File: config.mk
export PLATFORM = sky130hd
export DESIGN_NAME = sds_queue
export DESIGN_NICKNAME = d
export VERILOG_FILES = /design/src/design/sds_pkg.sv /design/src/design/sds_queue.sv
export SDC_FILE = /design/constraint.sdc
export NUM_CORES = 1
export LEC_CHECK = 0
export BUFFER_PORTS_ARGS = -buffer_cell sky130_fd_sc_hd__buf_2
export CAP_MARGIN = 30
export CORE_MARGIN = 1
export CORE_UTILIZATION = 40
export DETAILED_ROUTE_END_ITERATION = 7
export PLACE_DENSITY = 0.66
export SKIP_CTS_REPAIR_TIMING = 1
export SLEW_MARGIN = 30
export SYNTH_ARGS = -nofsm -noshare
export SYNTH_HDL_FRONTEND = slang
export SYNTH_SLANG_ARGS = --single-unit
File: constraint.sdc
create_clock -name clock -period 2.7 [get_ports clock]
set_clock_uncertainty 0.1 [all_clocks]
set_input_delay 0.135 -clock clock [delete_from_list [all_inputs] [get_ports clock]]
set_output_delay 0.135 -clock clock [all_outputs]
set_load 0.02 [all_outputs]
File: src/design/sds_pkg.sv
// ----------------------------------------------------------------------------
// sds_pkg: shared types and constants of the stroke dab spacer
// Field widths, fixed-point sizes, command codes, state codes and the structs
// that pass between the front, the queue, the back and the divider.
// ----------------------------------------------------------------------------
package sds_pkg;

   // Fixed-point and limit constants
   localparam int FRAC_BITS  = 8;
   localparam int MAX_DABS   = 64;
   localparam int COORD_W    = 16;
   localparam int SPACING_W  = 10;
   localparam int DELTA_W    = COORD_W + 1;
   localparam int SQ_W       = 2 * DELTA_W;
   localparam int LEN_W      = DELTA_W + FRAC_BITS;
   localparam int SQRT_STEPS = LEN_W;
   localparam int STEP_W     = $clog2(SQRT_STEPS);
   localparam int REM_W      = LEN_W + 3;
   localparam int SPF_W      = SPACING_W + FRAC_BITS;
   localparam int CARRY_W    = SPF_W;
   localparam int DIST_W     = LEN_W + 1;
   localparam int N_W        = $clog2(MAX_DABS + 1);
   localparam int T_W        = SPF_W + N_W + 1;
   localparam int MUL_W      = DELTA_W + T_W;
   localparam int Q_W        = T_W + 2;

   // Divider sizes
   localparam int DVD_W      = MUL_W;
   localparam int DVS_W      = LEN_W;
   localparam int DIV_CNT_W  = $clog2(DVD_W);

   // Queue sizes
   localparam int QUEUE_DEPTH = 4;
   localparam int QPTR_W      = $clog2(QUEUE_DEPTH);
   localparam int QCNT_W      = $clog2(QUEUE_DEPTH + 1);

   // Configuration port
   localparam int CSR_ADDR_W  = 3;
   localparam int CSR_DATA_W  = 32;
   localparam logic REG_SPACING = 1'b0;
   localparam logic [SPACING_W-1:0] SPACING_RESET = SPACING_W'(1);

   // Event kinds on the input channel
   localparam logic [1:0] EVT_PRESS   = 2'd0;
   localparam logic [1:0] EVT_MOVE    = 2'd1;
   localparam logic [1:0] EVT_RELEASE = 2'd2;

   typedef struct packed {
      logic [1:0]                 req_type;
      logic signed [COORD_W-1:0]  pointer_x;
      logic signed [COORD_W-1:0]  pointer_y;
      logic                       left_button;
      logic                       layer_visible;
   } req_item_type;

   typedef struct packed {
      logic signed [COORD_W-1:0]  dab_x;
      logic signed [COORD_W-1:0]  dab_y;
      logic                       last;
      logic                       truncated;
   } rsp_item_type;

   typedef enum logic {
      CMD_PRESS,
      CMD_MOVE
   } cmd_type;

   typedef struct packed {
      cmd_type                    cmd;
      logic signed [COORD_W-1:0]  x;
      logic signed [COORD_W-1:0]  y;
   } queue_entry_type;

   typedef struct packed {
      logic            valid;
      queue_entry_type entry;
   } queue_push_type;

   typedef struct packed {
      logic            valid;
      queue_entry_type entry;
   } queue_head_type;

   typedef struct packed {
      logic              start;
      logic [DVD_W-1:0]  dividend;
      logic [DVS_W-1:0]  divisor;
   } div_req_type;

   typedef struct packed {
      logic              done;
      logic [DVD_W-1:0]  quotient;
      logic [DVS_W-1:0]  remainder;
   } div_rsp_type;

   typedef enum logic [3:0] {
      BK_IDLE,
      BK_SQUARE,
      BK_SUM,
      BK_SQRT,
      BK_DIV_N,
      BK_DIV_XS,
      BK_DIV_YS,
      BK_DIV_X1,
      BK_DIV_Y1,
      BK_WALK
   } back_state_type;

   typedef enum logic [1:0] {
      PH_MUL,
      PH_START,
      PH_WAIT
   } div_phase_type;

endpackage

File: src/design/sds_queue.sv
// ----------------------------------------------------------------------------
// sds_queue: command queue between front and back
// A short first-in first-out buffer of presses and moves so that the front
// keeps taking events while the back works through a long move.
// ----------------------------------------------------------------------------
module sds_queue (
   input  logic                    clock,
   input  logic                    reset,
   input  sds_pkg::queue_push_type push,
   input  logic                    pop,
   output logic                    full,
   output sds_pkg::queue_head_type head
);
   import sds_pkg::*;

   queue_entry_type     slot_ff [QUEUE_DEPTH];
   logic [QPTR_W-1:0]   wr_ptr_ff, wr_ptr_in;
   logic [QPTR_W-1:0]   rd_ptr_ff, rd_ptr_in;
   logic [QCNT_W-1:0]   count_ff, count_in;
   logic                do_push;
   logic                do_pop;

   assign full       = (count_ff == QCNT_W'(QUEUE_DEPTH));
   assign head.valid = (count_ff != '0);
   assign head.entry = slot_ff[rd_ptr_ff];
   assign do_push    = push.valid && !full;
   assign do_pop     = pop && head.valid;

   // Advance pointers and fill count
   always_comb begin
      wr_ptr_in = do_push ? wr_ptr_ff + 1'b1 : wr_ptr_ff;
      rd_ptr_in = do_pop  ? rd_ptr_ff + 1'b1 : rd_ptr_ff;
      count_in  = count_ff;
      if (do_push && !do_pop) begin
         count_in = count_ff + 1'b1;
      end else if (do_pop && !do_push) begin
         count_in = count_ff - 1'b1;
      end
   end

   always_ff @(posedge clock) begin
      if (reset) begin
         wr_ptr_ff <= '0;
         rd_ptr_ff <= '0;
         count_ff  <= '0;
      end else begin
         wr_ptr_ff <= wr_ptr_in;
         rd_ptr_ff <= rd_ptr_in;
         count_ff  <= count_in;
      end
   end

   // Store the pushed item
   always_ff @(posedge clock) begin
      if (do_push) begin
         slot_ff[wr_ptr_ff] <= push.entry;
      end
   end

endmodule

== Word-level counts from Yosys, hierarchy flattened ==
Memories as Yosys holds them, arrays and structs flattened. A register that Yosys moved wholly into a read port is not among the register bits.
Cells that the tools add are included.
Widths: inputs -> output; s select.

* Word-level logic and storage cells: 24
* Memories kept: 1
* Bits in writable memories: 132
* Input port bits: 37
* Register bits after elaboration: 7

{| class="wikitable"
|+ Memory list
! memory !! depth !! bits a word !! read ports !! clocked after memory_dff !! write ports !! line !! source
|-
| slot_ff || 4 || 33 || 1 || 1 || 1 || sds_queue.sv:16 || <nowiki>queue_entry_type slot_ff [QUEUE_DEPTH];</nowiki>
|}

* Reduce and logical (&&, ||, !) cells: 9
* Equality and inequality tests: 1
* Muxes and demuxes: 6
* Add/sub/neg operators: 4

{| class="wikitable"
|+ Operators by type and width
! cell !! number
|-
| $mux 3 || 2
|-
| $add 2x1->2 const B || 2
|-
| $logic_and 1x1->1 || 4
|-
| $mux 2 || 2
|-
| $add 3x1->3 const B || 1
|-
| $eq 3x3->1 const B || 1
|-
| $logic_not 1->1 || 3
|-
| $reduce_bool 3->1 || 1
|-
| $sub 3x1->3 const B || 1
|-
| $mux 1 || 2
|-
| $reduce_bool 2->1 || 1
|}

== Depth between registers and ports, before layout ==
* Word-level depth: 7
* Mapped depth: 8
* Mapped depth without buffers: 8

== Worst setup path after synthesis ==
Ideal clock, no wire load.

* Path type: flip-flop to flip-flop
* Start: register count_ff[0]
* End: memory slot_ff[0][0] in the netlist's numbering, enable pin
* Setup slack: 0.584 ns
* Data required time: 2.207 ns
* Path buffers: 0
* Cell stages (with the launch flop): 4
* Setup time: 0.393 ns
* Period minus slack after synthesis: 2.116 ns
* Arrival time: 1.622 ns
* Cell sequence: dfxtp_1 > nor3b_2 > nor2_2 > and2_1

* Cells in the longest elaborated chain, start to end: 5

{| class="wikitable"
|+ RTL lines
! element !! line !! source
|-
| start, declared || sds_queue.sv:19 || <nowiki>logic [QCNT_W-1:0] count_ff, count_in;</nowiki>
|-
| start signal, assigned || sds_queue.sv:49 || <nowiki>count_ff <= count_in;</nowiki>
|-
| $eq 3x3->1 || sds_queue.sv:23 || <nowiki>assign full = (count_ff == QCNT_W'(QUEUE_DEPTH));</nowiki>
|-
| net full || sds_queue.sv:11 || <nowiki>output logic full,</nowiki>
|-
| $logic_not 1->1 || sds_queue.sv:26 || <nowiki>assign do_push = push.valid && !full;</nowiki>
|-
| $logic_and 1x1->1 || sds_queue.sv:26 ||
|-
| net do_push || sds_queue.sv:20 || <nowiki>logic do_push;</nowiki>
|-
| $mux 1 || sds_queue.sv:55 || <nowiki>if (do_push) begin</nowiki>
|-
| $mux 1 (not written as such) || sds_queue.sv:56 || <nowiki>slot_ff[wr_ptr_ff] <= push.entry;</nowiki>
|-
| end, declared || sds_queue.sv:16 ||
|}

The timed path passes the listed nets, and every way through them passes these cells.

== Final worst setup path ==
* Start: register count_ff[0]
* End: register count_ff[2]

* Cells in the longest elaborated chain, start to end: 6
* Elaborated cells on any way between the ends: 14

{| class="wikitable"
|+ RTL lines
! element !! line !! source
|-
| $eq 3x3->1 (*) || sds_queue.sv:23 ||
|-
| $logic_not 1->1 (*) || sds_queue.sv:26 ||
|-
| $logic_and 1x1->1 (*) || sds_queue.sv:26 ||
|-
| net do_push || sds_queue.sv:20 ||
|-
| $logic_not 1->1 || sds_queue.sv:36 || <nowiki>end else if (do_pop && !do_push) begin</nowiki>
|-
| $logic_and 1x1->1 || sds_queue.sv:36 ||
|-
| $reduce_bool 2->1 (no source line) || n/a ||
|}

Mark *: on every way through the listed nets, which the timed path passes. The rest lies on a longest branch. The select of a mux whose other input is x is not followed.
A chain may end at the register's enable or synchronous reset.

==> out/metrics.yaml <==
cts_tree: "yes"
drt-initial-drc-count: 131
worst_hold_slack_ps: 12.3
antenna_found_initial: 0
syn_area_per_cell_um2: 23.8
worstMarginPinSlew_ps: 574
areaGrowthSynthToFinish_pct: 28.1
die_w_um: 117
place_hpwl_mm: 5.61
fin_nets: 386
synth_nets: 264
ioPinCount: 72
fill_cells: 1067
grt_pass1_wl_mm: 14.1
n_antenna_cell: 0
ys_seq_area_share_pct: 78.7
path_clk_slew_ps: 60
avgRoutedWirePerCell_um: 17.1
grt_max_degree: 32
drive_gt1_share_pct: 41.3
final_common_cell: "edfxtp_1"
track_usage_pct: 14.6
status: "finished, final reports clean"
end_kind: "flip-flop"
fmax_mhz: 438
netlist-cell-type-count: 22
start_util_pct: 41.4
setup_viol: 0
dp_cells: 462
power.leakage_nw: 2.34
period_needed_ps: 2280
drt-total-wl_mm: 9.03
syn-instance-count: 221
hold_viol: 0
ant_nets: 0
peakVddDrop_uv: 440
drv_cap: 0
grt_pass1_vias: 2618
synth_area_leaders: "edfxtp_1, mux4_2, dfxtp_1, ha_1, buf_12"
slew_violations: 0
syn-cell-area_um2: 5270
row_count: 41
crit_type: "flip-flop to flip-flop"
overflow: 0
slew_headroom_pct: 61.7
numCtsBuffers: 17
gp_congestion: 0.691
yosys_warnings: 0
avgViaCountPerCell: 4.79
synth_top_area_cell: "edfxtp_1"
clk_latency_ps: 400
worstHoldPathType: "input port to flip-flop"
regArea_um2: 4150
synth_top_area_share_pct: 75.2
cp_data_required_time_ps: 2930
die_y_um: 117
finalNonFillerCells: 528
drc: 0
arrival_ps: 2520
die_area_um2: 13600
vias: 2529
firstDrtPassIters: 4
final.period_utilization_pct: 84.6
core_area_um2: 12700
power_density_nw_per_um2: 955
synth_seq_cells: 141
critPathLaunchType: "flip-flop"
root_buffer: "clkbuf_16"
path_max_fanout: 6
portBuffers: 71
setup_tns_ps: 0
multiInputGateArea_um2: 1020
rsz0062_at_grt: "no"
cts_max_level: 4
final_cell_mix: "edfxtp_1, buf_2, dlygate4sd3_1"
cts_sinks: 141
clock_path_buffers: 2
## critical path, cell delays in order (launching register included)
cell,delay [ps]
dfxtp_1,480
nor3b_2,110
nor2_2,230
ha_1,240
inv_1,60
fa_1,380
xor2_1,160
or3_1,310
a21oi_1,140
## area by class of cell
type,instances,area share (%)
Timing Repair Buffer,112,11.8
Sequential cell,141,61.4
Multi-Input combinational cell,67,15.1
Inverter,4,0.222
Tap cell,172,3.19
Clock inverter,14,1.87
Clock buffer,18,6.36
## where the power goes
| part | total [mW] | switching, mW | internal [mW] | leakage (nW) |
|---|---|---|---|---|
| logic | 1.57 | 0.871 | 0.701 | 0.786 |
| clock network | 2.15 | 0.812 | 1.34 | 0.266 |
| registers | 2.72 | 0.0872 | 2.64 | 1.28 |
| total | 6.45 | 1.77 | 4.68 | 2.34 |
## worst paths after layout
path,start,to,slack [ps],cells past startpoint
min reg2reg,wr_ptr_ff[1],wr_ptr_ff[1],430,2
max reg2reg,count_ff[0],count_ff[2],420,8
max,count_ff[0],count_ff[2],420,8
min,pop,rd_ptr_ff[0],10,4
## cell families after synthesis
family | count (synthesis) | share of synthesized area (%)
buffers and inverters | 13 | 2.07
adder cells (fa/ha/maj) | 6 | 1.57
AND/OR/NAND/NOR | 16 | 1.78
multiplexers | 35 | 14.5
AO/OA/AOI/OAI | 6 | 0.784
flip-flops | 141 | 78.7
XOR/XNOR | 4 | 0.665
## sequential cells by signal (all words and copies together), names as in the netlist, named ones only
| signal | flops |
|---|---|
| rd_ptr_ff | 2 |
| wr_ptr_ff | 2 |
| count_ff | 3 |
| slot_ff | 132 |
## metal layers
layer	up-vias	wire [um]	GRT usage, %
li1	1168	-	-
met1	1293	4020	18.5
met2	59	4550	23.1
met3	9	325	4.94
met4	0	128	6.58
met5	-	0	0
## per-stage QoR
step	total power [mW]	area [um^2]	util [%]	setup slack [ps]
after global placement	4.31	5860	46.0	534
after detailed placement	4.34	5860	46.0	418
after global routing	6.75	6750	53.1	220
after floorplan	3.92	5270	-	584
final	6.45	6750	53.1	416
after CTS	6.50	6410	50.4	400
## Yosys cell counts, drive strengths merged
master  count
nor3b       1
edfxtp    132
or3         3
and2        4
o21ai       2
clkbuf      2
inv         4
dfxtp       9
fa          1
mux4       33
o31ai       1
o311ai      1
nor2        6
nand2b      2
xor2        4
ha          5
buf         7
mux2i       2
a21oi       2
No activity file was read; power rests on OpenSTA's default activity.
