$ cat config.mk
export PLATFORM = sky130hd
export DESIGN_NAME = sds_front
export DESIGN_NICKNAME = d
export VERILOG_FILES = /design/src/design/sds_pkg.sv /design/src/design/sds_front.sv
export SDC_FILE = /design/constraint.sdc
export NUM_CORES = 1
export LEC_CHECK = 0
export BUFFER_PORTS_ARGS = -buffer_cell sky130_fd_sc_hd__buf_2
export CELL_PAD_IN_SITES_DETAIL_PLACEMENT = 0
export CELL_PAD_IN_SITES_GLOBAL_PLACEMENT = 1
export CORE_MARGIN = 2
export CORE_UTILIZATION = 10
export CTS_CLUSTER_SIZE = 14
export DETAILED_ROUTE_END_ITERATION = 16
export HOLD_SLACK_MARGIN = 0.08
export PLACE_DENSITY_LB_ADDON = 0.1
export SLEW_MARGIN = 20
export SYNTH_ARGS = -nofsm -noshare
export SYNTH_HDL_FRONTEND = slang
export SYNTH_SLANG_ARGS = --single-unit
$ cat constraint.sdc
create_clock -name clock -period 0.8 [get_ports clock]
set_clock_uncertainty 0.2 [all_clocks]
set_input_delay 0.16 -clock clock [delete_from_list [all_inputs] [get_ports clock]]
set_output_delay 0.16 -clock clock [all_outputs]
set_load 0.05 [all_outputs]
$ cat src/design/sds_pkg.sv
// ----------------------------------------------------------------------------
// sds_pkg: shared types and constants of the stroke dab spacer
// Field widths, fixed-point sizes, command codes, state codes and the structs
// that pass between the front, the queue, the back and the divider.
// ----------------------------------------------------------------------------
package sds_pkg;

   // Fixed-point and limit constants
   localparam int FRAC_BITS  = 8;
   localparam int MAX_DABS   = 64;
   localparam int COORD_W    = 16;
   localparam int SPACING_W  = 10;
   localparam int DELTA_W    = COORD_W + 1;
   localparam int SQ_W       = 2 * DELTA_W;
   localparam int LEN_W      = DELTA_W + FRAC_BITS;
   localparam int SQRT_STEPS = LEN_W;
   localparam int STEP_W     = $clog2(SQRT_STEPS);
   localparam int REM_W      = LEN_W + 3;
   localparam int SPF_W      = SPACING_W + FRAC_BITS;
   localparam int CARRY_W    = SPF_W;
   localparam int DIST_W     = LEN_W + 1;
   localparam int N_W        = $clog2(MAX_DABS + 1);
   localparam int T_W        = SPF_W + N_W + 1;
   localparam int MUL_W      = DELTA_W + T_W;
   localparam int Q_W        = T_W + 2;

   // Divider sizes
   localparam int DVD_W      = MUL_W;
   localparam int DVS_W      = LEN_W;
   localparam int DIV_CNT_W  = $clog2(DVD_W);

   // Queue sizes
   localparam int QUEUE_DEPTH = 4;
   localparam int QPTR_W      = $clog2(QUEUE_DEPTH);
   localparam int QCNT_W      = $clog2(QUEUE_DEPTH + 1);

   // Configuration port
   localparam int CSR_ADDR_W  = 3;
   localparam int CSR_DATA_W  = 32;
   localparam logic REG_SPACING = 1'b0;
   localparam logic [SPACING_W-1:0] SPACING_RESET = SPACING_W'(1);

   // Event kinds on the input channel
   localparam logic [1:0] EVT_PRESS   = 2'd0;
   localparam logic [1:0] EVT_MOVE    = 2'd1;
   localparam logic [1:0] EVT_RELEASE = 2'd2;

   typedef struct packed {
      logic [1:0]                 req_type;
      logic signed [COORD_W-1:0]  pointer_x;
      logic signed [COORD_W-1:0]  pointer_y;
      logic                       left_button;
      logic                       layer_visible;
   } req_item_type;

   typedef struct packed {
      logic signed [COORD_W-1:0]  dab_x;
      logic signed [COORD_W-1:0]  dab_y;
      logic                       last;
      logic                       truncated;
   } rsp_item_type;

   typedef enum logic {
      CMD_PRESS,
      CMD_MOVE
   } cmd_type;

   typedef struct packed {
      cmd_type                    cmd;
      logic signed [COORD_W-1:0]  x;
      logic signed [COORD_W-1:0]  y;
   } queue_entry_type;

   typedef struct packed {
      logic            valid;
      queue_entry_type entry;
   } queue_push_type;

   typedef struct packed {
      logic            valid;
      queue_entry_type entry;
   } queue_head_type;

   typedef struct packed {
      logic              start;
      logic [DVD_W-1:0]  dividend;
      logic [DVS_W-1:0]  divisor;
   } div_req_type;

   typedef struct packed {
      logic              done;
      logic [DVD_W-1:0]  quotient;
      logic [DVS_W-1:0]  remainder;
   } div_rsp_type;

   typedef enum logic [3:0] {
      BK_IDLE,
      BK_SQUARE,
      BK_SUM,
      BK_SQRT,
      BK_DIV_N,
      BK_DIV_XS,
      BK_DIV_YS,
      BK_DIV_X1,
      BK_DIV_Y1,
      BK_WALK
   } back_state_type;

   typedef enum logic [1:0] {
      PH_MUL,
      PH_START,
      PH_WAIT
   } div_phase_type;

endpackage

$ cat src/design/sds_front.sv
// ----------------------------------------------------------------------------
// sds_front: event intake and classification
// Accepts pointer events, tracks the drag flag and forwards presses and moves
// that produce work to the command queue. Ignored events are dropped here.
// ----------------------------------------------------------------------------
module sds_front (
   input  logic                  clock,
   input  logic                  reset,
   input  logic                  req_valid,
   output logic                  req_ready,
   input  sds_pkg::req_item_type req_item,
   input  logic                  queue_full,
   output sds_pkg::queue_push_type push
);
   import sds_pkg::*;

   logic drag_ff;
   logic drag_in;
   logic accept;

   assign req_ready = !queue_full;
   assign accept    = req_valid && req_ready;

   // Classify the item and update the drag flag
   always_comb begin
      drag_in         = drag_ff;
      push.valid      = 1'b0;
      push.entry.cmd  = CMD_MOVE;
      push.entry.x    = req_item.pointer_x;
      push.entry.y    = req_item.pointer_y;
      if (accept) begin
         unique case (req_item.req_type)
            EVT_PRESS: begin
               if (req_item.left_button && req_item.layer_visible) begin
                  drag_in        = 1'b1;
                  push.valid     = 1'b1;
                  push.entry.cmd = CMD_PRESS;
               end
            end
            EVT_MOVE: begin
               if (drag_ff && req_item.layer_visible) begin
                  push.valid = 1'b1;
               end
            end
            EVT_RELEASE: begin
               if (req_item.left_button) begin
                  drag_in = 1'b0;
               end
            end
            default: begin
               drag_in = drag_ff;
            end
         endcase
      end
   end

   always_ff @(posedge clock) begin
      if (reset) begin
         drag_ff <= 1'b0;
      end else begin
         drag_ff <= drag_in;
      end
   end

endmodule

# Word level (Yosys, flattened, before mapping)
# Index checks and enable logic that the tools add are counted.
dict set report op_classes {
  n_mux 8
  n_bitwise 0
  n_eq_ne 4
  addsub 0
  multipliers 0
  n_div 0
  n_reduce_logical 7
  shift 0
  order_cmp 0
}
# operator count
set op_table {}
lappend op_table {{2-to-1 mux 1 bit} 4}
lappend op_table {{2-to-1 mux 2 bit} 2}
lappend op_table {{!= test 2 bit, second input constant} 2}
lappend op_table {{case mux 1 bit (2 select lines)} 2}
lappend op_table {{AND reduction 4 bit} 1}
lappend op_table {{logical AND 1 bit} 3}
lappend op_table {{== test 2 x 1 -> 1 bit, second input constant} 1}
lappend op_table {{== test 2 bit, second input constant} 1}
lappend op_table {{zero test 2 bit} 1}
lappend op_table {{nonzero test 2 bit} 1}
lappend op_table {{zero test 1 bit} 1}
dict set report totals {
  ramBits 0
  romBits 0
  regBits 1
  input_bits 40
  memories 0
  latch_bits 0
  out_inout_bits 35
  wordCells 20
}

# Longest topological paths before layout
# Gate-level depths: netlist of run 1.
dict set report depth {
  word_depth 4
  depth_mapped 3
  ltp_nobuf 3
}

# Worst setup path before layout of run 1
# Ideal clock, no wire load.
dict set report synth_timing {
  kind {input port to output port}
  from {in queue_full}
  to {out push[33] (netlist bit)}
  arrival_time_ps 1214
  required_ps 440
  setup_slack_ps -774
  cell_stages 2
  cell_sequence {nor4bb_1 > nor2b_1}
}
# element line
set synth_lines {}
lappend synth_lines {{start, declared} sds_front.sv:12} ;# input logic queue_full,
lappend synth_lines {{end, declared} sds_front.sv:13} ;# output sds_pkg::queue_push_type push

==> results of run 1 <==
-- logic make-up (layout without fill, tap and decap cells) --
group	count (synthesis)	after routing	share of synthesized area
flip-flops	1	1	0.0620
buffers and inverters	33	16	0.756
AO/OA/AOI/OAI	3	3	0.0543
AND/OR/NAND/NOR	5	5	0.128
-- worst reg2reg max path, delay by kind of cell (launching register included) --
family / cells / cell delay (ps)
DFF: 1 / 320
AOI/OAI and AO/OA: 2 / 240
-- final cells by class --
| class | count | area share |
|---|---|---|
| well taps | 44 | 0.169 |
| flip-flops and latches | 1 | 0.0613 |
| inverters | 1 | 0.0230 |
| multi-input cells | 8 | 0.276 |
| repair buffers | 15 | 0.471 |
-- per-stage QoR --
step | instances | setup TNS (ps)
final | 69 | -1340
after global routing | 69 | -1530
after CTS | 69 | -1370
after detailed placement | 67 | -1700
after global placement | 67 | -1750
after floorplan | 42 | -775
-- layout by cell type, fill, tap and decap left out, drive strengths merged --
cell type | netlist | final
a21oi | 2 | 2
and2b | 1 | 1
a211oi | 1 | 1
clkinvlp | 0 | 1
dfxtp | 1 | 1
nor2b | 1 | 1
nor4bb | 1 | 1
buf | 32 | 15
and4bb | 1 | 1
nand2 | 1 | 1
-- worst paths after layout --
check	end	slack [ps]	cells past startpoint
min reg2reg	drag_ff$_SDFFE_PP0P_	350	2
min	push[0]	120	0
max	push[33]	-450	4
max reg2reg	drag_ff$_SDFFE_PP0P_	-40	2
-- power groups by stage --
stage	Combinational [W]	Sequential, W	Clock [W]
floorplan	0.000465	0.0000524	0
global placement	0.0000778	0.0000527	0
detailed placement	0.0000772	0.0000526	0
CTS	0.000114	0.0000528	0
global route	0.000122	0.0000530	0
finish	0.000114	0.0000527	0
-- what timing repair did --
action,in CTS,in global routing
buffers inserted,2,0
setup endpoints to repair,4,4
pin swaps,4,1
resized for setup,18,1
cloned,0,0
hold buffers,0,0
-- routing by layer --
metal | global-route usage | part of all wire | vias up
li1 | - | - | 67
met1 | 0.0330 | 0.38 | 62
met2 | 0.0323 | 0.33 | 15
met3 | 0.0192 | 0.27 | 2
met4 | 0.00311 | 0.015 | 0
met5 | 0 | 0 | -
==> flow_summary.json, run 1 <==
{
  "period_share": 1.56,
  "startpoint_type_of_the_worst_setup_path": "primary input",
  "drt_iter0_drc": 0,
  "detail_route.drc_violations": 0,
  "worstHoldPathType": "primary input to output port",
  "setup.worst_path.class": "primary input to output port",
  "total_power_w": 0.000166,
  "p_sw_frac": 0.264,
  "via_count_of_the_routed_design": 146,
  "synth.ff_latch_count": 1,
  "drt_first_pass_iters": 1,
  "finalSetupViolCount": 4,
  "synth_flop_cell": "sky130_fd_sc_hd__dfxtp_1",
  "violations": "setup timing",
  "grt_antenna_before_repair": 0,
  "crit_path_end_kind": "output port",
  "result_of_the_run": "complete, but fails checks",
  "synth.most_common_cell": "sky130_fd_sc_hd__buf_4",
  "worstSkewPairLatency_ps": 0,
  "synth_largest_type_area_fraction": 0.744,
  "filler_cell_count_in_the_final_layout": 368,
  "detail_route.wirelength_um": 542,
  "grt_first_pass_wirelength_um": 710,
  "grt_overflow_total": 0,
  "largest_registers": "drag_ff x1",
  "rsz_0062_raised_after_global_routing": "yes",
  "synthesis.yosys.warnings": 0,
  "flow.area_growth_from_synthesis_pct": 1.16,
  "pre_cts_slack_ps": -563,
  "final_nets": 67,
  "dpl_cell_area_um2": 236,
  "maxSlewHeadroom": 0.855,
  "p_switching_w": 0.0000439,
  "gate_power_share": 0.683,
  "grt_usage": 0.0248,
  "worstPathBufferInverterCount": 2,
  "cpLargestDelayFamily": "simple AND/OR/NAND/NOR gates",
  "timing.critical_path.slowest_stage_cell": "sky130_fd_sc_hd__nor4bb_4",
  "core_rows": 20,
  "clockPowerShare": 0,
  "final_max_slew_viol_count": 0,
  "crit_path_start": "req_item[35]",
  "ys_seq_area_frac": 0.0620,
  "floorplan.die_area_um2": 3700,
  "worst_path_most_repeated_cell": "sky130_fd_sc_hd__buf_8",
  "io_buffers": 10,
  "power_frac_seq": 0.317,
  "worstPathCellList": "buf_8 > nor4bb_4 > nor2b_4 > buf_8",
  "leakage_power_nw": 0.125,
  "drive_above_1_share": 0.840,
  "largest_register": "drag_ff",
  "die-height_um": 60.8,
  "power.ir.vdd_worst_v": 0.000141,
  "place.detailed.hpwl_um": 478,
  "synth_enable_flop_cells": 0,
  "syn_area_um2": 323,
  "p_int_w": 0.000122,
  "postSynthAreaPerCell_um2": 7.69,
  "final_cell_area_excluding_filler_cells_um2": 327,
  "syn_inst": 42,
  "grt_max_degree": 3,
  "setup_ws_ps": -446,
  "timing.rr.start": "drag_ff$_SDFFE_PP0P_",
  "cp_max_fo": 2,
  "gp_congestion": 0.660,
  "synth_top_cells_by_count": "32 x sky130_fd_sc_hd__buf_4, 2 x sky130_fd_sc_hd__a21oi_1",
  "largest_reg_flops": 1,
  "floorplan.die.width_um": 60.8,
  "hold-worst-slack_ps": 120,
  "hold_viol_final": 0,
  "grt_pass1_vias": 161,
  "timing_worst_slew_pin_value_ps": 217,
  "layout_min_cycle_time_ps": 1250,
  "synthArstFlopShare": 0,
  "post-route-util": 0.107,
  "timing.critical_path.arrival_ps": 890,
  "insertedDiodeCount": 0,
  "multi_input_logic_area_um2": 90.1,
  "netlist_top_cells_area": "sky130_fd_sc_hd__buf_4 74%, sky130_fd_sc_hd__dfxtp_1 6.2%, sky130_fd_sc_hd__and4bb_1 3.9%",
  "core_box_area_um2": 3050,
  "yosys.area.top_type": "sky130_fd_sc_hd__buf_4",
  "achievable-frequency_mhz": 803,
  "drt.antenna.violating_nets": 0,
  "hold_path.startpoint": "req_item[2]",
  "start_util": 0.106,
  "top_level_ports": 75,
  "timing.max_cap.violations": 0,
  "wl_per_cell_um": 7.86,
  "slowest_delay_ps": 280,
  "power_per_cell_area_nw_per_um2": 509,
  "netlist-cell-type-count": 10,
  "timing.critical_path.required_ps": 440,
  "via_per_inst": 2.12,
  "seqCellArea_um2": 20.0,
  "synth_fp_nets": 82
}
Power figures use the tool's default switching activity.
==> inputs of run 2 (changes only) <==
--- a/config.mk
+++ b/config.mk
@@ -5,13 +5,13 @@
 export SDC_FILE = /design/constraint.sdc
 export NUM_CORES = 1
 export LEC_CHECK = 0
-export BUFFER_PORTS_ARGS = -buffer_cell sky130_fd_sc_hd__buf_2
 export CELL_PAD_IN_SITES_DETAIL_PLACEMENT = 0
 export CELL_PAD_IN_SITES_GLOBAL_PLACEMENT = 1
-export CORE_MARGIN = 2
-export CORE_UTILIZATION = 10
+export CORE_AREA = 2 2 39 41
 export CTS_CLUSTER_SIZE = 14
 export DETAILED_ROUTE_END_ITERATION = 16
+export DIE_AREA = 0 0 41 43
+export DONT_BUFFER_PORTS = 1
 export HOLD_SLACK_MARGIN = 0.08
 export PLACE_DENSITY_LB_ADDON = 0.1
 export SLEW_MARGIN = 20
==> run 2 against run 1 <==
  * The flow still finishes with violations (setup timing)
  * Worst setup slack improved by 110 ps
  * Cell area decreased by 45%
  * Flip-flop and latch count unchanged
  * Critical path type unchanged
  * Die area decreased by 52%
  * Total power decreased by 41%
  * Utilization increased by 2.3 points
==> flow_summary.json, run 2 (synthesis gave the netlist of run 1 again) <==
{
  "result_of_the_run": "complete, but fails checks",
  "violations": "setup timing",
  "die-height_um": 43,
  "grt_usage": 0.0579,
  "drive_above_1_share": 0.769,
  "power_per_cell_area_nw_per_um2": 548,
  "drt_iter0_drc": 0,
  "timing.critical_path.slowest_stage_cell": "sky130_fd_sc_hd__nor4bb_4",
  "final_nets": 55,
  "gate_power_share": 0.465,
  "dpl.cell_count": 29,
  "timing.critical_path.arrival_ps": 780,
  "grt_pass1_vias": 147,
  "final_cell_area_excluding_filler_cells_um2": 180,
  "crit_path_end_kind": "output port",
  "timing_worst_slew_pin_value_ps": 261,
  "power.ir.vdd_worst_v": 0.000243,
  "rsz_0062_raised_after_global_routing": "yes",
  "finalSetupTns_ps": -758,
  "layout_commonest_cell": "sky130_fd_sc_hd__a21oi_2",
  "grt_overflow_total": 0,
  "hold-worst-slack_ps": 36.6,
  "p_int_w": 0.0000747,
  "p_switching_w": 0.0000240,
  "grt_max_degree": 4,
  "start_util": 0.233,
  "gp_congestion": 0.559,
  "drt.antenna.violating_nets": 0,
  "drt_first_pass_iters": 1,
  "floorplan.die.width_um": 41,
  "setup_ws_ps": -339,
  "insertedDiodeCount": 0,
  "detail_route.wirelength_um": 578,
  "core_rows": 14,
  "setup.worst_path.class": "primary input to output port",
  "slowest_delay_ps": 270,
  "final_max_slew_viol_count": 0,
  "floorplan.die_area_um2": 1760,
  "timing.critical_path.required_ps": 440,
  "dpl_cell_area_um2": 164,
  "via_count_of_the_routed_design": 144,
  "period_share": 1.42,
  "layout_min_cycle_time_ps": 1140,
  "core_box_area_um2": 1380,
  "achievable-frequency_mhz": 878,
  "hold_viol_final": 0,
  "startpoint_type_of_the_worst_setup_path": "primary input",
  "largest_register": "drag_ff",
  "largest_reg_flops": 1,
  "post_layout_nonfiller_instances": 29,
  "timing.max_cap.violations": 0,
  "filler_cell_count_in_the_final_layout": 156,
  "io_buffers": 0,
  "p_sw_frac": 0.243,
  "top_level_ports": 75,
  "largest_registers": "drag_ff x1",
  "via_per_inst": 4.97,
  "worstPathCellList": "nor4bb_4 > nor2b_4 > buf_12",
  "detail_route.drc_violations": 0,
  "finalSetupViolCount": 3,
  "grt_antenna_before_repair": 0,
  "wl_per_cell_um": 19.9,
  "worstSkewPairLatency_ps": 0,
  "power_frac_seq": 0.535,
  "maxSlewHeadroom": 0.826,
  "cp_max_fo": 3,
  "grt_first_pass_wirelength_um": 731,
  "flow.area_growth_from_synthesis_pct": -44.2,
  "clockPowerShare": 0,
  "clkTransAtPathRegs_ps": 0,
  "worstHoldPathType": "primary input to flip-flop",
  "leakage_power_nw": 0.0588,
  "pre_cts_slack_ps": -378
}
[run 2: routing by layer]
layer  GRT usage  wire (µm)  vias up
met4      0.0600         50        0
li1            -          -       45
met3      0.0524        151       14
met1      0.0475        114       58
met5           0          0        -
met2      0.0750        262       27
[run 2: final timing paths]
check                           cells after the start                    to                 start  slack [ps]
worst max-delay path                                3              push[33]            queue_full        -340
worst min-delay path                                1  drag_ff$_SDFFE_PP0P_                 reset          40
worst max register to register                      2  drag_ff$_SDFFE_PP0P_  drag_ff$_SDFFE_PP0P_          10
worst min register to register                      2  drag_ff$_SDFFE_PP0P_  drag_ff$_SDFFE_PP0P_         310
[run 2: critical path, delay by kind of cell]
| family | cells | cell delay, ps |
|---|---|---|
| simple gates | 2 | 470 |
| buf+inv | 1 | 140 |
[run 2: area by class of cell]
class                      instances  area (µm²)  area share
inverter                           1        7.51      0.0417
multi-input combinational          8        93.8       0.521
sequential                         1        20.0       0.111
tap                               16        20.0       0.111
timing repair buffer               3        38.8       0.215
[run 2: through the flow]
stage	utilization	total power (W)
after CTS	0.124	0.0000976
after global placement	0.118	0.0000968
after global routing	0.130	0.000101
after floorplan	-	0.000518
after detailed placement	0.118	0.0000960
final	0.130	0.0000987
[run 2: timing repair]
action,4_1_cts,5_1_grt
resized for setup,2,2
pin swaps,1,1
setup endpoints to repair,3,3
buffers inserted,0,0
cloned,0,0
hold endpoints to repair,1,1
[run 2: power by group through the flow]
stage | clock network [W] | registers, W | logic, W
finish | 0 | 0.0000528 | 0.0000459
global route | 0 | 0.0000529 | 0.0000478
CTS | 0 | 0.0000527 | 0.0000450
detailed placement | 0 | 0.0000525 | 0.0000435
global placement | 0 | 0.0000525 | 0.0000443
floorplan | 0 | 0.0000524 | 0.000465
==> inputs of run 3 (changes only) <==
--- a/config.mk
+++ b/config.mk
@@ -5,12 +5,13 @@
 export SDC_FILE = /design/constraint.sdc
 export NUM_CORES = 1
 export LEC_CHECK = 0
+export ABC_AREA = 1
 export CELL_PAD_IN_SITES_DETAIL_PLACEMENT = 0
 export CELL_PAD_IN_SITES_GLOBAL_PLACEMENT = 1
-export CORE_AREA = 2 2 39 41
+export CORE_MARGIN = 2
+export CORE_UTILIZATION = 27
 export CTS_CLUSTER_SIZE = 14
 export DETAILED_ROUTE_END_ITERATION = 16
-export DIE_AREA = 0 0 41 43
 export DONT_BUFFER_PORTS = 1
 export HOLD_SLACK_MARGIN = 0.08
 export PLACE_DENSITY_LB_ADDON = 0.1
==> run 3 against run 2 <==
  * The flow still finishes with violations (setup timing)
  * Combinational power grew 130%
  * Register-to-register slack got worse by 60 ps
  * Worst hold slack gained 83 ps
  * Utilization grew 9.7 points
  * Via count increased by 22%
  * Sequential share of layout area is 3.9 points lower
  * Synthesized cell count up 33%
  * Cell count up 55%
  * Worst setup slack improved by 29 ps
  * Sequential power rose by 3%
  * Cell area rose by 64%
  * Critical path type is now flip-flop to output port
  * Highest routed layer unchanged
==> flow_summary.json, run 3 <==
{
  "syn_inst": 56,
  "floorplan.die.width_um": 41.5,
  "cp_max_fo": 2,
  "timing.hold.worst_path_depth": 0,
  "clockPowerShare": 0,
  "top_level_ports": 75,
  "synth_flop_cell": "sky130_fd_sc_hd__dfxtp_1",
  "largest_reg_flops": 1,
  "largest_register": "drag_ff",
  "period_share": 1.39,
  "grt_max_degree": 5,
  "setup_ws_ps": -310,
  "grt_antenna_before_repair": 0,
  "leakage_power_nw": 0.122,
  "final_max_slew_viol_count": 0,
  "grt_overflow_total": 0,
  "flow.area_growth_from_synthesis_pct": -22.4,
  "synth_largest_type_area_fraction": 0.632,
  "p_switching_w": 0.0000591,
  "synth_fp_nets": 96,
  "wl_per_cell_um": 12.2,
  "dpl.cell_count": 45,
  "insertedDiodeCount": 0,
  "netlist-cell-type-count": 12,
  "timing.critical_path.arrival_ps": 750,
  "via_count_of_the_routed_design": 175,
  "total_power_w": 0.000161,
  "core_box_area_um2": 1300,
  "p_int_w": 0.000102,
  "drt_first_pass_iters": 1,
  "grt_usage": 0.0644,
  "synth.most_common_cell": "sky130_fd_sc_hd__buf_4",
  "worstHoldPathType": "primary input to output port",
  "setup.worst_path.class": "flip-flop to output port",
  "postSynthAreaPerCell_um2": 6.79,
  "most-common-layout-cells": "3 x sky130_fd_sc_hd__nor2_4, 3 x sky130_fd_sc_hd__buf_4",
  "synthesis.yosys.warnings": 0,
  "result_of_the_run": "complete, but fails checks",
  "io_buffers": 0,
  "maxSlewHeadroom": 0.910,
  "rsz_0062_raised_after_global_routing": "yes",
  "power_per_cell_area_nw_per_um2": 545,
  "yosys.area.top_type": "sky130_fd_sc_hd__buf_4",
  "timing_worst_slew_pin_value_ps": 135,
  "worst_r2r_path_depth": 3,
  "power_frac_seq": 0.337,
  "post_layout_nonfiller_instances": 45,
  "timing.max_cap.violations": 0,
  "synth_enable_flop_cells": 0,
  "finalSetupViolCount": 3,
  "drt.antenna.violating_nets": 0,
  "timing.critical_path.required_ps": 440,
  "hold_buffers": 0,
  "layout_min_cycle_time_ps": 1110,
  "achievable-frequency_mhz": 901,
  "crit_path_end_kind": "output port",
  "startpoint_type_of_the_worst_setup_path": "flip-flop",
  "place.detailed.hpwl_um": 467,
  "synthArstFlopShare": 0,
  "netlist_top_cells_area": "sky130_fd_sc_hd__buf_4 63%, sky130_fd_sc_hd__dfxtp_1 5.3%, sky130_fd_sc_hd__inv_1 4.9%",
  "synth.ff_latch_count": 1,
  "clkTransAtPathRegs_ps": 0,
  "violations": "setup timing",
  "worstSkewPairLatency_ps": 0,
  "largest_registers": "drag_ff x1",
  "drive_above_1_share": 0.800,
  "detail_route.wirelength_um": 548,
  "gate_power_share": 0.663,
  "gp_congestion": 0.632,
  "die-height_um": 41.5,
  "drt_iter0_drc": 0,
  "ys_seq_area_frac": 0.0526,
  "p_sw_frac": 0.367,
  "floorplan.die_area_um2": 1730,
  "final_nets": 72,
  "grt_pass1_vias": 209,
  "power.ir.vdd_worst_v": 0.000189,
  "grt_first_pass_wirelength_um": 952,
  "via_per_inst": 3.89,
  "core_rows": 13,
  "syn_area_um2": 380,
  "hold_viol_final": 0,
  "start_util": 0.292,
  "synth_top_cells_by_count": "32 x sky130_fd_sc_hd__buf_4, 5 x sky130_fd_sc_hd__inv_1, 5 x sky130_fd_sc_hd__nand2_1",
  "detail_route.drc_violations": 0
}
run 3: cell types whose count changed after synthesis, sizes merged, moves of 2 or more:
cell	previous run	this run
nor2	0	5
inv	1	7
nand2	1	7
nand4	0	2
a21oi	2	0
run 3: cell families after synthesis:
logic type | count (synthesis) | share of synthesized area
buf+inv | 39 | 0.701
compound gates | 1 | 0.0230
simple gates | 15 | 0.224
flops | 1 | 0.0526
run 3: area by class of cell:
class | count | area, µm²
fill | 158 | 1010
multi-input combinational | 16 | 148
timing repair buffer | 6 | 65.1
inverter | 7 | 42.5
sequential | 1 | 21.3
tap | 15 | 18.8
run 3: critical path, cell delays in order (launching register included):
cell	delay, ps
sky130_fd_sc_hd__dfxtp_2	310
sky130_fd_sc_hd__nand4_1	120
sky130_fd_sc_hd__o21ai_4	170
sky130_fd_sc_hd__buf_12	150
run 3: path summary, 6_finish.rpt:
path / from / end / slack, ps
max: drag_ff$_SDFFE_PP0P_ / push[33] / -310
min: req_item[13] / push[11] / 120
max reg2reg: drag_ff$_SDFFE_PP0P_ / drag_ff$_SDFFE_PP0P_ / -50
min reg2reg: drag_ff$_SDFFE_PP0P_ / drag_ff$_SDFFE_PP0P_ / 340
run 3: metrics by stage:
stage / setup WS [ps] / TNS [ps] / util / hold slack (ps) / instance area [µm²]
after global routing: -351 / -823 / 0.227 / 120 / 295
after detailed placement: -340 / -767 / 0.195 / 120 / 254
after CTS: -310 / -688 / 0.223 / 120 / 290
after floorplan: -360 / -727 / - / 111 / 418
after global placement: -320 / -759 / 0.195 / 120 / 254
final: -310 / -669 / 0.227 / 120 / 295
run 3: repair_timing:
item,in CTS,in global routing
setup buffers,2,0
endpoints found under the hold margin,0,0
endpoints found under the setup margin,3,3
gates cloned,0,0
resized for setup,8,2
pin swaps,6,0
run 3: layer usage:
metal	wire, µm	vias up	GRT usage
li1	-	83	-
met1	164	76	0.0601
met4	2	0	0.0387
met2	275	14	0.106
met3	105	2	0.0391
met5	0	-	0
run 3: power by group through the flow:
stage          clock network, W  registers [W]   logic, W
2_1_floorplan                 0      0.0000541   0.000497
4_1_cts                       0      0.0000540   0.000106
3_3_place_gp                  0      0.0000538  0.0000935
5_1_grt                       0      0.0000544   0.000114
6_report                      0      0.0000542   0.000107
3_5_place_dp                  0      0.0000540  0.0000930
